File: src/rtl/core/slm_pkg.sv
// Shared types and constants for the sorted list merge block.
package slm_pkg;

    localparam int ELEM_W      = 32;
    localparam int QUEUE_DEPTH = 4;

    // Input mode codes as they arrive on the item channel.
    typedef enum logic [1:0] {
        MODE_APPEND_FIRST  = 2'd0,
        MODE_APPEND_SECOND = 2'd1,
        MODE_MERGE         = 2'd2,
        MODE_UNUSED        = 2'd3
    } mode_t;

    // Commands handed from the front stage to the back end.
    typedef enum logic [1:0] {
        CMD_APPEND_FIRST  = 2'd0,
        CMD_APPEND_SECOND = 2'd1,
        CMD_MERGE         = 2'd2
    } cmd_kind_t;

    typedef struct packed {
        cmd_kind_t                 kind;
        logic signed [ELEM_W-1:0]  element;
    } cmd_t;

    // Handshake between the queue and the back end.
    typedef struct packed {
        logic valid;
        cmd_t cmd;
    } cmd_head_t;

    typedef enum logic {
        BK_IDLE  = 1'b0,
        BK_MERGE = 1'b1
    } back_state_t;

endpackage

File: src/rtl/core/slm_front.sv
// Front stage: takes input transfers, drops unused modes, registers the command.
module slm_front
    import slm_pkg::*;
(
    input  logic                     clk,
    input  logic                     rst_n,
    input  logic                     item_valid,
    output logic                     item_stall,
    input  logic [1:0]               mode,
    input  logic signed [ELEM_W-1:0] element,
    output logic                     cmd_valid,
    output cmd_t                     cmd,
    input  logic                     cmd_full
);

    logic      stage_valid_reg;
    logic      stage_valid_next;
    cmd_t      stage_cmd_reg;
    cmd_kind_t kind;
    logic      keep;
    logic      load;

    always_comb
    begin
        kind = CMD_APPEND_FIRST;
        keep = 1'b1;
        unique case (mode_t'(mode))
            MODE_APPEND_FIRST:  kind = CMD_APPEND_FIRST;
            MODE_APPEND_SECOND: kind = CMD_APPEND_SECOND;
            MODE_MERGE:         kind = CMD_MERGE;
            default:            keep = 1'b0;
        endcase
    end

    assign item_stall = stage_valid_reg && cmd_full;
    assign load       = !stage_valid_reg || !cmd_full;

    always_comb
    begin
        stage_valid_next = stage_valid_reg;
        if (load)
        begin
            stage_valid_next = item_valid && keep;
        end
    end

    always_ff @(posedge clk or negedge rst_n)
    begin
        if (!rst_n)
        begin
            stage_valid_reg <= 1'b0;
        end
        else
        begin
            stage_valid_reg <= stage_valid_next;
        end
    end

    always_ff @(posedge clk)
    begin
        if (load && item_valid && keep)
        begin
            stage_cmd_reg.kind    <= kind;
            stage_cmd_reg.element <= element;
        end
    end

    assign cmd_valid = stage_valid_reg;
    assign cmd       = stage_cmd_reg;

endmodule

File: src/rtl/core/slm_queue.sv
// Short command queue between the front stage and the back end.
module slm_queue
    import slm_pkg::*;
(
    input  logic      clk,
    input  logic      rst_n,
    input  logic      push_valid,
    input  cmd_t      push_cmd,
    output logic      full,
    input  logic      pop,
    output cmd_head_t head
);

    localparam int PTR_W = (QUEUE_DEPTH > 1) ? $clog2(QUEUE_DEPTH) : 1;
    localparam int CNT_W = $clog2(QUEUE_DEPTH + 1);

    cmd_t             entries [QUEUE_DEPTH];
    logic [PTR_W-1:0] wr_ptr_reg;
    logic [PTR_W-1:0] wr_ptr_next;
    logic [PTR_W-1:0] rd_ptr_reg;
    logic [PTR_W-1:0] rd_ptr_next;
    logic [CNT_W-1:0] count_reg;
    logic [CNT_W-1:0] count_next;
    logic             push;

    assign full = (count_reg == CNT_W'(QUEUE_DEPTH));
    assign push = push_valid && !full;

    function automatic logic [PTR_W-1:0] bump(input logic [PTR_W-1:0] p);
        logic [PTR_W-1:0] r;
        r = (p == PTR_W'(QUEUE_DEPTH - 1)) ? '0 : p + 1'b1;
        return r;
    endfunction

    always_comb
    begin
        wr_ptr_next = push ? bump(wr_ptr_reg) : wr_ptr_reg;
        rd_ptr_next = pop ? bump(rd_ptr_reg) : rd_ptr_reg;
        count_next  = count_reg;
        if (push && !pop)
        begin
            count_next = count_reg + 1'b1;
        end
        else if (pop && !push)
        begin
            count_next = count_reg - 1'b1;
        end
    end

    always_ff @(posedge clk or negedge rst_n)
    begin
        if (!rst_n)
        begin
            wr_ptr_reg <= '0;
            rd_ptr_reg <= '0;
            count_reg  <= '0;
        end
        else
        begin
            wr_ptr_reg <= wr_ptr_next;
            rd_ptr_reg <= rd_ptr_next;
            count_reg  <= count_next;
        end
    end

    always_ff @(posedge clk)
    begin
        if (push)
        begin
            entries[wr_ptr_reg] <= push_cmd;
        end
    end

    assign head.valid = (count_reg != '0);
    assign head.cmd   = entries[rd_ptr_reg];

endmodule

File: src/rtl/core/slm_back.sv
// Back end: list stores, appends and the merge sequencer with its output register.
module slm_back
    import slm_pkg::*;
#(
    parameter int LIST_DEPTH = 32
)
(
    input  logic                     clk,
    input  logic                     rst_n,
    input  cmd_head_t                head,
    output logic                     pop,
    input  logic                     result_stall,
    output logic                     result_valid,
    output logic signed [ELEM_W-1:0] merged_value,
    output logic                     last_of_run,
    output logic                     descending_order,
    output logic                     overflow_seen,
    output logic                     busy
);

    localparam int IDX_W = (LIST_DEPTH > 1) ? $clog2(LIST_DEPTH) : 1;
    localparam int CNT_W = $clog2(LIST_DEPTH + 1);

    logic signed [ELEM_W-1:0] first_mem  [LIST_DEPTH];
    logic signed [ELEM_W-1:0] second_mem [LIST_DEPTH];

    back_state_t              state_reg;
    back_state_t              state_next;
    logic [CNT_W-1:0]         first_count_reg;
    logic [CNT_W-1:0]         second_count_reg;
    logic                     dropped_reg;
    logic signed [ELEM_W-1:0] first_head_reg;
    logic signed [ELEM_W-1:0] first_tail_reg;
    logic [CNT_W-1:0]         i_reg;
    logic [CNT_W-1:0]         i_next;
    logic [CNT_W-1:0]         j_reg;
    logic [CNT_W-1:0]         j_next;
    logic signed [ELEM_W-1:0] a_data_reg;
    logic signed [ELEM_W-1:0] b_data_reg;
    logic                     desc_reg;
    logic                     ovf_reg;
    logic                     result_valid_reg;
    logic                     result_valid_next;
    logic signed [ELEM_W-1:0] merged_value_reg;
    logic                     last_reg;
    logic                     desc_out_reg;
    logic                     ovf_out_reg;

    logic do_append_first;
    logic do_append_second;
    logic do_merge;
    logic merge_empty;
    logic emit;
    logic a_avail;
    logic b_avail;
    logic take_first;
    logic is_last;
    logic first_full;
    logic second_full;

    // Control outputs.
    always_comb
    begin
        pop              = (state_reg == BK_IDLE) && head.valid;
        emit             = (state_reg == BK_MERGE) && (!result_valid_reg || !result_stall);
        do_append_first  = pop && (head.cmd.kind == CMD_APPEND_FIRST);
        do_append_second = pop && (head.cmd.kind == CMD_APPEND_SECOND);
        do_merge         = pop && (head.cmd.kind == CMD_MERGE);
    end

    assign merge_empty = (first_count_reg == '0) && (second_count_reg == '0);
    assign first_full  = (first_count_reg == CNT_W'(LIST_DEPTH));
    assign second_full = (second_count_reg == CNT_W'(LIST_DEPTH));

    // Head selection; a tie always goes to the first list.
    always_comb
    begin
        a_avail = (i_reg < first_count_reg);
        b_avail = (j_reg < second_count_reg);
        if (a_avail && b_avail)
        begin
            take_first = desc_reg ? (a_data_reg >= b_data_reg) : (a_data_reg <= b_data_reg);
        end
        else
        begin
            take_first = a_avail;
        end
        if (take_first)
        begin
            is_last = (CNT_W'(i_reg + 1'b1) == first_count_reg) && !b_avail;
        end
        else
        begin
            is_last = (CNT_W'(j_reg + 1'b1) == second_count_reg) && !a_avail;
        end
    end

    // Next state.
    always_comb
    begin
        state_next = state_reg;
        unique case (state_reg)
            BK_IDLE:
            begin
                if (do_merge && !merge_empty)
                begin
                    state_next = BK_MERGE;
                end
            end
            BK_MERGE:
            begin
                if (emit && is_last)
                begin
                    state_next = BK_IDLE;
                end
            end
            default: state_next = BK_IDLE;
        endcase
    end

    // Read indexes; the stores are read at the next index so the data is ready.
    always_comb
    begin
        i_next = i_reg;
        j_next = j_reg;
        if (state_reg == BK_IDLE || (emit && is_last))
        begin
            i_next = '0;
            j_next = '0;
        end
        else if (emit)
        begin
            if (take_first)
            begin
                i_next = i_reg + 1'b1;
            end
            else
            begin
                j_next = j_reg + 1'b1;
            end
        end
    end

    always_comb
    begin
        result_valid_next = result_valid_reg;
        if (emit)
        begin
            result_valid_next = 1'b1;
        end
        else if (!result_stall)
        begin
            result_valid_next = 1'b0;
        end
    end

    always_ff @(posedge clk or negedge rst_n)
    begin
        if (!rst_n)
        begin
            state_reg        <= BK_IDLE;
            first_count_reg  <= '0;
            second_count_reg <= '0;
            dropped_reg      <= 1'b0;
            i_reg            <= '0;
            j_reg            <= '0;
            result_valid_reg <= 1'b0;
        end
        else
        begin
            state_reg        <= state_next;
            i_reg            <= i_next;
            j_reg            <= j_next;
            result_valid_reg <= result_valid_next;
            if (do_append_first)
            begin
                if (first_full)
                begin
                    dropped_reg <= 1'b1;
                end
                else
                begin
                    first_count_reg <= first_count_reg + 1'b1;
                end
            end
            if (do_append_second)
            begin
                if (second_full)
                begin
                    dropped_reg <= 1'b1;
                end
                else
                begin
                    second_count_reg <= second_count_reg + 1'b1;
                end
            end
            if ((do_merge && merge_empty) || (emit && is_last))
            begin
                first_count_reg  <= '0;
                second_count_reg <= '0;
                dropped_reg      <= 1'b0;
            end
        end
    end

    // Stores and payload registers.
    always_ff @(posedge clk)
    begin
        if (do_append_first && !first_full)
        begin
            first_mem[first_count_reg[IDX_W-1:0]] <= head.cmd.element;
            first_tail_reg                        <= head.cmd.element;
            if (first_count_reg == '0)
            begin
                first_head_reg <= head.cmd.element;
            end
        end
        if (do_append_second && !second_full)
        begin
            second_mem[second_count_reg[IDX_W-1:0]] <= head.cmd.element;
        end
        a_data_reg <= first_mem[i_next[IDX_W-1:0]];
        b_data_reg <= second_mem[j_next[IDX_W-1:0]];
        if (do_merge)
        begin
            desc_reg <= (first_count_reg != '0) && !(first_head_reg < first_tail_reg);
            ovf_reg  <= dropped_reg;
        end
        if (emit)
        begin
            merged_value_reg <= take_first ? a_data_reg : b_data_reg;
            last_reg         <= is_last;
            desc_out_reg     <= desc_reg;
            ovf_out_reg      <= ovf_reg;
        end
    end

    assign result_valid     = result_valid_reg;
    assign merged_value     = merged_value_reg;
    assign last_of_run      = last_reg;
    assign descending_order = desc_out_reg;
    assign overflow_seen    = ovf_out_reg;
    assign busy             = (state_reg != BK_IDLE);

endmodule

File: src/rtl/core/sorted_list_merge_top.sv
// Top level of the sorted list merge block: front stage, command queue, back end.
//
// Item channel (item_valid / item_stall, mode, element): mode 0 appends element to
// the first list, mode 1 to the second list, mode 2 merges both lists and emits the
// run, mode 3 is taken and ignored. Result channel (result_valid / result_stall)
// carries merged_value, last_of_run, descending_order and overflow_seen per element.
// Throughput: one append per cycle while no merge runs; a merge of N elements
// emits one result per cycle while the receiver does not stall, set by the merge
// sequencer's single compare-and-select step and the one read port of each list
// store. The first result of a merge passes the front register, the queue and the
// back end before it leaves the output register. Items that arrive during a merge
// wait in the 4-entry queue and the front register; item_stall rises once both are
// full. A merge of two empty lists emits nothing and only clears the drop flag.
// While result_stall is high and a result is pending, the output register holds
// it and the merge sequencer pauses. Reset clears the list counts, the drop flag,
// the queue and all valid flags; list contents are not cleared and need not be.
module sorted_list_merge_top
    import slm_pkg::*;
#(
    parameter int LIST_DEPTH = 32
)
(
    input  logic                     clk,
    input  logic                     rst_n,
    input  logic                     item_valid,
    output logic                     item_stall,
    input  logic [1:0]               mode,
    input  logic signed [ELEM_W-1:0] element,
    output logic                     result_valid,
    input  logic                     result_stall,
    output logic signed [ELEM_W-1:0] merged_value,
    output logic                     last_of_run,
    output logic                     descending_order,
    output logic                     overflow_seen
);

    logic      cmd_valid;
    cmd_t      cmd;
    logic      cmd_full;
    cmd_head_t head;
    logic      pop;
    logic      busy;

    // Classifies each transfer and holds it until the queue has room.
    slm_front u_front (
        .clk        (clk),
        .rst_n      (rst_n),
        .item_valid (item_valid),
        .item_stall (item_stall),
        .mode       (mode),
        .element    (element),
        .cmd_valid  (cmd_valid),
        .cmd        (cmd),
        .cmd_full   (cmd_full)
    );

    // Decouples intake from the merge, which may stall on the result side.
    slm_queue u_queue (
        .clk        (clk),
        .rst_n      (rst_n),
        .push_valid (cmd_valid),
        .push_cmd   (cmd),
        .full       (cmd_full),
        .pop        (pop),
        .head       (head)
    );

    // Holds both lists and runs appends and merges one at a time.
    slm_back #(
        .LIST_DEPTH (LIST_DEPTH)
    ) u_back (
        .clk              (clk),
        .rst_n            (rst_n),
        .head             (head),
        .pop              (pop),
        .result_stall     (result_stall),
        .result_valid     (result_valid),
        .merged_value     (merged_value),
        .last_of_run      (last_of_run),
        .descending_order (descending_order),
        .overflow_seen    (overflow_seen),
        .busy             (busy)
    );

    // A pending non-final result means the merge is still running.
    assert property (@(posedge clk) disable iff (!rst_n)
        result_valid && !last_of_run |-> busy)
        else $error("non-final result while back end idle");

    // No command leaves the queue while a merge is in progress.
    assert property (@(posedge clk) disable iff (!rst_n)
        pop |-> !busy)
        else $error("queue popped during merge");

    // Direction stays fixed within a run.
    assert property (@(posedge clk) disable iff (!rst_n)
        result_valid && !result_stall && !last_of_run |=>
            !result_valid || (descending_order == $past(descending_order)))
        else $error("direction changed within a run");

endmodule

File: config.mk
export PLATFORM = sky130hd
export DESIGN_NAME = sorted_list_merge_top
export DESIGN_NICKNAME = d
export VERILOG_FILES = /design/src/rtl/core/slm_pkg.sv /design/src/rtl/core/slm_front.sv /design/src/rtl/core/slm_queue.sv /design/src/rtl/core/slm_back.sv /design/src/rtl/core/sorted_list_merge_top.sv
export SDC_FILE = /design/constraint.sdc
export NUM_CORES = 2
export LEC_CHECK = 0
export BUFFER_PORTS_ARGS = -buffer_cell sky130_fd_sc_hd__clkbuf_2
export CORE_ASPECT_RATIO = 0.75
export CORE_UTILIZATION = 34
export DETAILED_ROUTE_END_ITERATION = 12
export GPL_ROUTABILITY_DRIVEN = 0
export PLACE_DENSITY = 0.46
export SLEW_MARGIN = 0
export SYNTH_ARGS = -nofsm -noshare
export SYNTH_HDL_FRONTEND = slang
export SYNTH_SLANG_ARGS = --single-unit
export TNS_END_PERCENT = 1
File: constraint.sdc
create_clock -name clk -period 15.89 [get_ports clk]
set_input_delay 2.3835 -clock clk [delete_from_list [all_inputs] [get_ports clk]]
set_output_delay 2.3835 -clock clk [all_outputs]
set_load 0.01 [all_outputs]
== Word-level counts from Yosys, hierarchy flattened ==
Memories as Yosys holds them, arrays and structs flattened. A register that Yosys moved wholly into a read port is not among the register bits.
Index checks and enable logic that the tools add are counted.

* Reduce and logical (&&, ||, !) cells: 55
* Bitwise operators: 1
* Equal/unequal tests: 15
* $lt $le $gt $ge: 5
* Muxes and demuxes: 38
* Add/sub/neg operators: 8

{| class="wikitable"
|+ Operators by type and width
! kind !! count
|-
| $mux 6 || 12
|-
| $ge 32x32->1 || 1
|-
| $le 32x32->1 || 1
|-
| $lt 32x32->1 || 1
|-
| $mux 32 || 1
|-
| $add 6x1->6 const B || 4
|-
| $logic_and 1x1->1 || 22
|-
| $mux 1 || 19
|-
| $eq 6x6->1 || 2
|-
| $eq 6x6->1 const B || 2
|-
| $logic_not 1->1 || 12
|-
| $logic_not 6->1 || 2
|-
| $lt 6x6->1 || 2
|-
| $reduce_and 2->1 || 5
|-
| $reduce_bool 2->1 || 5
|-
| $eq 2x2->1 const B || 4
|-
| $mux 3 || 2
|-
| $ne 2x2->1 const B || 3
|-
| $reduce_bool 6->1 || 1
|-
| $add 2x1->2 const B || 2
|-
| $eq 2x1->1 const B || 2
|-
| $logic_not 2->1 || 2
|-
| $logic_or 1x1->1 || 4
|-
| $mux 2 || 2
|-
| other kinds (9) || 9
|}

* Output and inout bits: 37
* Memories: 3
* Register bits after elaboration: 170
* Bits in writable memories: 2184
* Word-level logic and storage cells: 148
* Input bits: 38

{| class="wikitable"
|+ Memories
! name !! depth !! width !! rd ports !! clocked after Yosys merged registers in !! write ports !! RTL line !! RTL
|-
| u_back.first_mem || 32 || 32 || 1 || 1 || 1 || slm_back.sv:24 || <nowiki>logic signed [ELEM_W-1:0] first_mem [LIST_DEPTH];</nowiki>
|-
| u_back.second_mem || 32 || 32 || 1 || 1 || 1 || slm_back.sv:25 || <nowiki>logic signed [ELEM_W-1:0] second_mem [LIST_DEPTH];</nowiki>
|-
| u_queue.entries || 4 || 34 || 1 || 0 || 1 || slm_queue.sv:17 || <nowiki>cmd_t entries [QUEUE_DEPTH];</nowiki>
|}

== Longest topological paths before layout ==
* Depth in word-level cells: 8
* Depth in mapped cells: 20
* Depth with buffers taken out: 15

== Modules after synthesis ==
Synthesis repeated with hierarchy kept, for this count alone.

* Cell total of the unflattened synthesis: 6625
* Area, all modules: 96570.1 um^2

{| class="wikitable"
|+ By module, submodules not included
! module !! cells each !! times used !! area each (um^2)
|-
| slm_back || 6369 || 1 || 90077.6
|-
| slm_queue || 215 || 1 || 5402.7
|-
| slm_front || 41 || 1 || 1089.8
|}

== Worst setup path after synthesis ==
Ideal clock, no wire load.

* Path kind: in2reg
* Start point: input result_stall
* End point: register u_back.b_data_reg[27], read port of u_back.second_mem
* Path buffers: 3
* Data required time: 15.818 ns
* Path slack: 10.473 ns
* Arrival: 5.345 ns
* Cell stages on the path: 14
* Path through: nand2_1 -> nand2_1 -> inv_2 -> nand2_1 -> or4_1 -> nand3_2 -> mux2i_1 -> buf_2 -> buf_4 -> buf_2 -> nor2_1 -> o311ai_0 -> o211ai_1 -> a2bb2oi_1

* Word-level cells in the longest chain between the ends: 6
* Elaborated cells on any way between the ends: 7

{| class="wikitable"
|+ RTL lines
! item !! RTL line !! RTL
|-
| from (decl) || sorted_list_merge_top.sv:30 || <nowiki>input logic result_stall,</nowiki>
|-
| $logic_not 1->1 * || slm_back.sv:65 || <nowiki>emit = (state_reg == BK_MERGE) && (!result_valid_reg || !result_stall);</nowiki>
|-
| $logic_or 1x1->1 * || slm_back.sv:65 ||
|-
| $logic_and 1x1->1 * || slm_back.sv:65 ||
|-
| via u_back.emit || slm_back.sv:53 || <nowiki>logic emit;</nowiki>
|-
| $logic_and 1x1->1 || slm_back.sv:126 || <nowiki>if (state_reg == BK_IDLE || (emit && is_last))</nowiki>
|-
| $logic_or 1x1->1 || slm_back.sv:126 ||
|-
| $mux 6 * || slm_back.sv:126 ||
|-
| to (decl) || slm_back.sv:39 || <nowiki>logic signed [ELEM_W-1:0] b_data_reg;</nowiki>
|}

The timed path passes the listed nets; every way through them passes the cells marked *. The select of a mux whose other input is x is not followed.
A chain may end at the register's enable or synchronous reset.

== Worst setup path after layout ==
* Start point: input result_stall
* End point: register u_back.b_data_reg[22], read port of u_back.second_mem

The elaborated chain is that of the path after synthesis.

==> out/results.ini <==
[outcome]
outcome = complete, no violations

[clock_network]
ctsLongestPathBuffers = 4
path_clk_slew_ns = 0.06
cts_resized = 0
cts_made_buffers = 247
clock_latency_ns = 0.97
clkSinkCount = 2418
cts_setup_buffers = 0
cts-root-buf = clkbuf_16
hold_buffers = 0
cts.htree.levels = 4
tritoncts = built

[setup_path]
start_kind = input port
end_kind = flop
worst_ep_required_time_ns = 16.64
reg2reg_slack_ns = 8.73
path_class = in -> reg
reg2reg_from = u_back.b_data_reg[11]
reg2reg_to = u_back.b_data_reg[22]
path_max_fanout = 53
r2r_cells = 16
crit_arrival_ns = 8.03

[power]
p_sw_mw = 10.6
intPower_mw = 13.7
p_seq_frac = 0.323
peakVddDrop_v = 0.000544
swShare = 0.435
comb_power_share = 0.438
p_leak_nw = 35.6
power.density_nw_per_um2 = 221
p_clk_frac = 0.240

[synth]
synth_top_area_cell = edfxtp_1
ys_ff_latch = 2418
avgSynthCellArea_um2 = 15.0
synthCells = 6454
synth_seq_area_share = 0.742
synth.net_count = 6584
synth_edf_count = 2319
synth_cell_types = 76
yosys-top-cells-area = edfxtp_1 72%, mux2i_1 2.3%, nor2_1 2.2%
yosys_warnings = 0
netlist_area_um2 = 96800
synth.top_cell.area_share = 0.719
yosysMostFrequentCell = edfxtp_1
async_flop_share = 0.0145
synth_ff_type = edfxtp_1
synth_common_cells = 2319 x edfxtp_1, 575 x nor2_1, 354 x o21ai_0

[place]
io_buffers = 74
dpl.hpwl_mm = 171
placed_cells = 9986

[floorplan]
pin_count = 75
fp.dieW_um = 618
dieHeight_um = 464
num_rows = 169
start_util = 0.342
core_area_um2 = 283000
die_area_um2 = 287000

[global_route]
grt_pass1_wl_mm = 457
grt_max_degree = 182
grt_antenna_before_repair = 31
grt_use_total = 0.224
grt_pass1_vias = 56700
grt_remaining_overflow = 0

[sta]
rsz0062_at_grt = no
finalMaxSlewViolations = 0
finalCriticalPeriod_ns = 7.28
setup-tns-final_ns = 0
hold_viol = 0
fmax_mhz = 137
setup_viol = 0
tightest_slew_ns = 1.30
fin_skew_ns = 0.125
finalCritPeriodShare = 0.458
slew_headroom = 0.133

[cells_and_area]
area_delta_synth_final_pct = 13.7
finalNonFillerCells = 10400
layout-drive-gt1-share = 0.123
fin_nets = 6605
final_util = 0.389

[worst_hold_path]
holdCritPathClass = reg -> reg
hold_start = u_back.ovf_reg
hold_depth = 0
min_to = u_back.overflow_seen

[route]
drt_first_pass_iters = 6
wl_per_cell_um = 31.5
num_vias = 59500
wirelength_mm = 329
drt-initial-drc-count = 7882
top_layer_used = met5
viasPerCell = 5.70
met2_length_mm = 140
met1_length_mm = 152
antenna_left = 0
drc = 0
wl_met3_mm = 30.2

[flow_run]
maxCapViolCount = 0

-- cell families (layout without fill, tap and decap cells) --
kind of cell | Yosys count | after routing | synth area share
adder cells (fa/ha/maj) | 92 | 92 | 0.0120
buffers and inverters | 571 | 794 | 0.0234
other | 0 | 10 | 0
AO/OA/AOI/OAI | 1380 | 1380 | 0.101
flip-flops | 2418 | 2418 | 0.742
multiplexers | 350 | 350 | 0.0418
XOR/XNOR | 32 | 32 | 0.00297
AND/OR/NAND/NOR | 1611 | 1611 | 0.0774
-- metal layers --
| layer | GRT usage | vias to the layer above |
|---|---|---|
| li1 | - | 25500 |
| met1 | 0.343 | 31100 |
| met2 | 0.323 | 2617 |
| met3 | 0.0465 | 373 |
| met4 | 0.0524 | 2 |
| met5 | 0 | - |
-- layout make-up --
type	instances	area (um2)
fill	26200	173000
inverter	96	380
sequential	2418	71800
clock inverter	136	1370
multi-input combinational	3465	23400
clock buffer	315	6540
antenna	10	25.0
tap	3762	4710
timing repair buffer	247	1780
-- critical path: stages --
cell      delay [ns]
clkbuf_2        0.09
nand2_1         0.09
nand2_1         0.35
inv_2           0.15
buf_4           0.53
a32oi_1         0.19
nand3_2         0.30
nor2_1          0.13
a31oi_4         0.15
buf_4           0.62
inv_6           0.30
nor2_4          0.93
buf_4           0.81
a221o_1         0.27
o32a_1          0.52
nor2_1          0.11
-- how the worst max path moves through the flow --
stage	start	to	slack (ns)
after floorplan	result_stall	u_back.b_data_reg[27]	10.47
after global placement	result_stall	u_back.b_data_reg[22]	7.85
after detailed placement	result_stall	u_back.b_data_reg[22]	7.80
after CTS	result_stall	u_back.b_data_reg[22]	8.72
after global routing	result_stall	u_back.b_data_reg[22]	8.49
final	result_stall	u_back.b_data_reg[22]	8.61
-- layout by cell type (no fill, tap or decap), types with 64 or more instances in the layout --
master,Yosys,routed
a21oi_1,171,171
ha_1,91,91
o311ai_0,218,218
clkbuf_16,0,248
o21ai_0,354,354
a211oi_1,124,124
nor3_1,282,282
nor2_1,575,500
nand2_1,278,276
clkbuf_2,1,75
mux2_2,92,92
nand3_1,103,102
dfxtp_1,64,64
o211ai_1,149,149
inv_1,87,85
mux2i_1,224,222
buf_4,4,162
edfxtp_1,2319,2319
or3_1,273,273
nor2_4,0,72
-- stage by stage --
step           setup WS [ns]  cell area [um2]  power, mW  hold WS (ns)
2_1_floorplan          10.47            96800       13.9         0.400
3_3_place_gp            7.85           102000       18.5         0.432
3_5_place_dp            7.80           102000       18.5         0.429
4_1_cts                 8.72           110000       24.3         0.419
5_1_grt                 8.49           110000       25.3         0.425
6_report                8.61           110000       24.3         0.400
-- power by group through the flow --
stage / combinational [mW] / clock (mW) / sequential [mW]
5_1_grt: 11.3 / 6.14 / 7.84
6_report: 10.6 / 5.82 / 7.84
3_5_place_dp: 10.5 / 0 / 7.99
4_1_cts: 10.5 / 5.92 / 7.86
2_1_floorplan: 6.20 / 0 / 7.75
3_3_place_gp: 10.5 / 0 / 7.99
(Power assumes the default switching activity.)
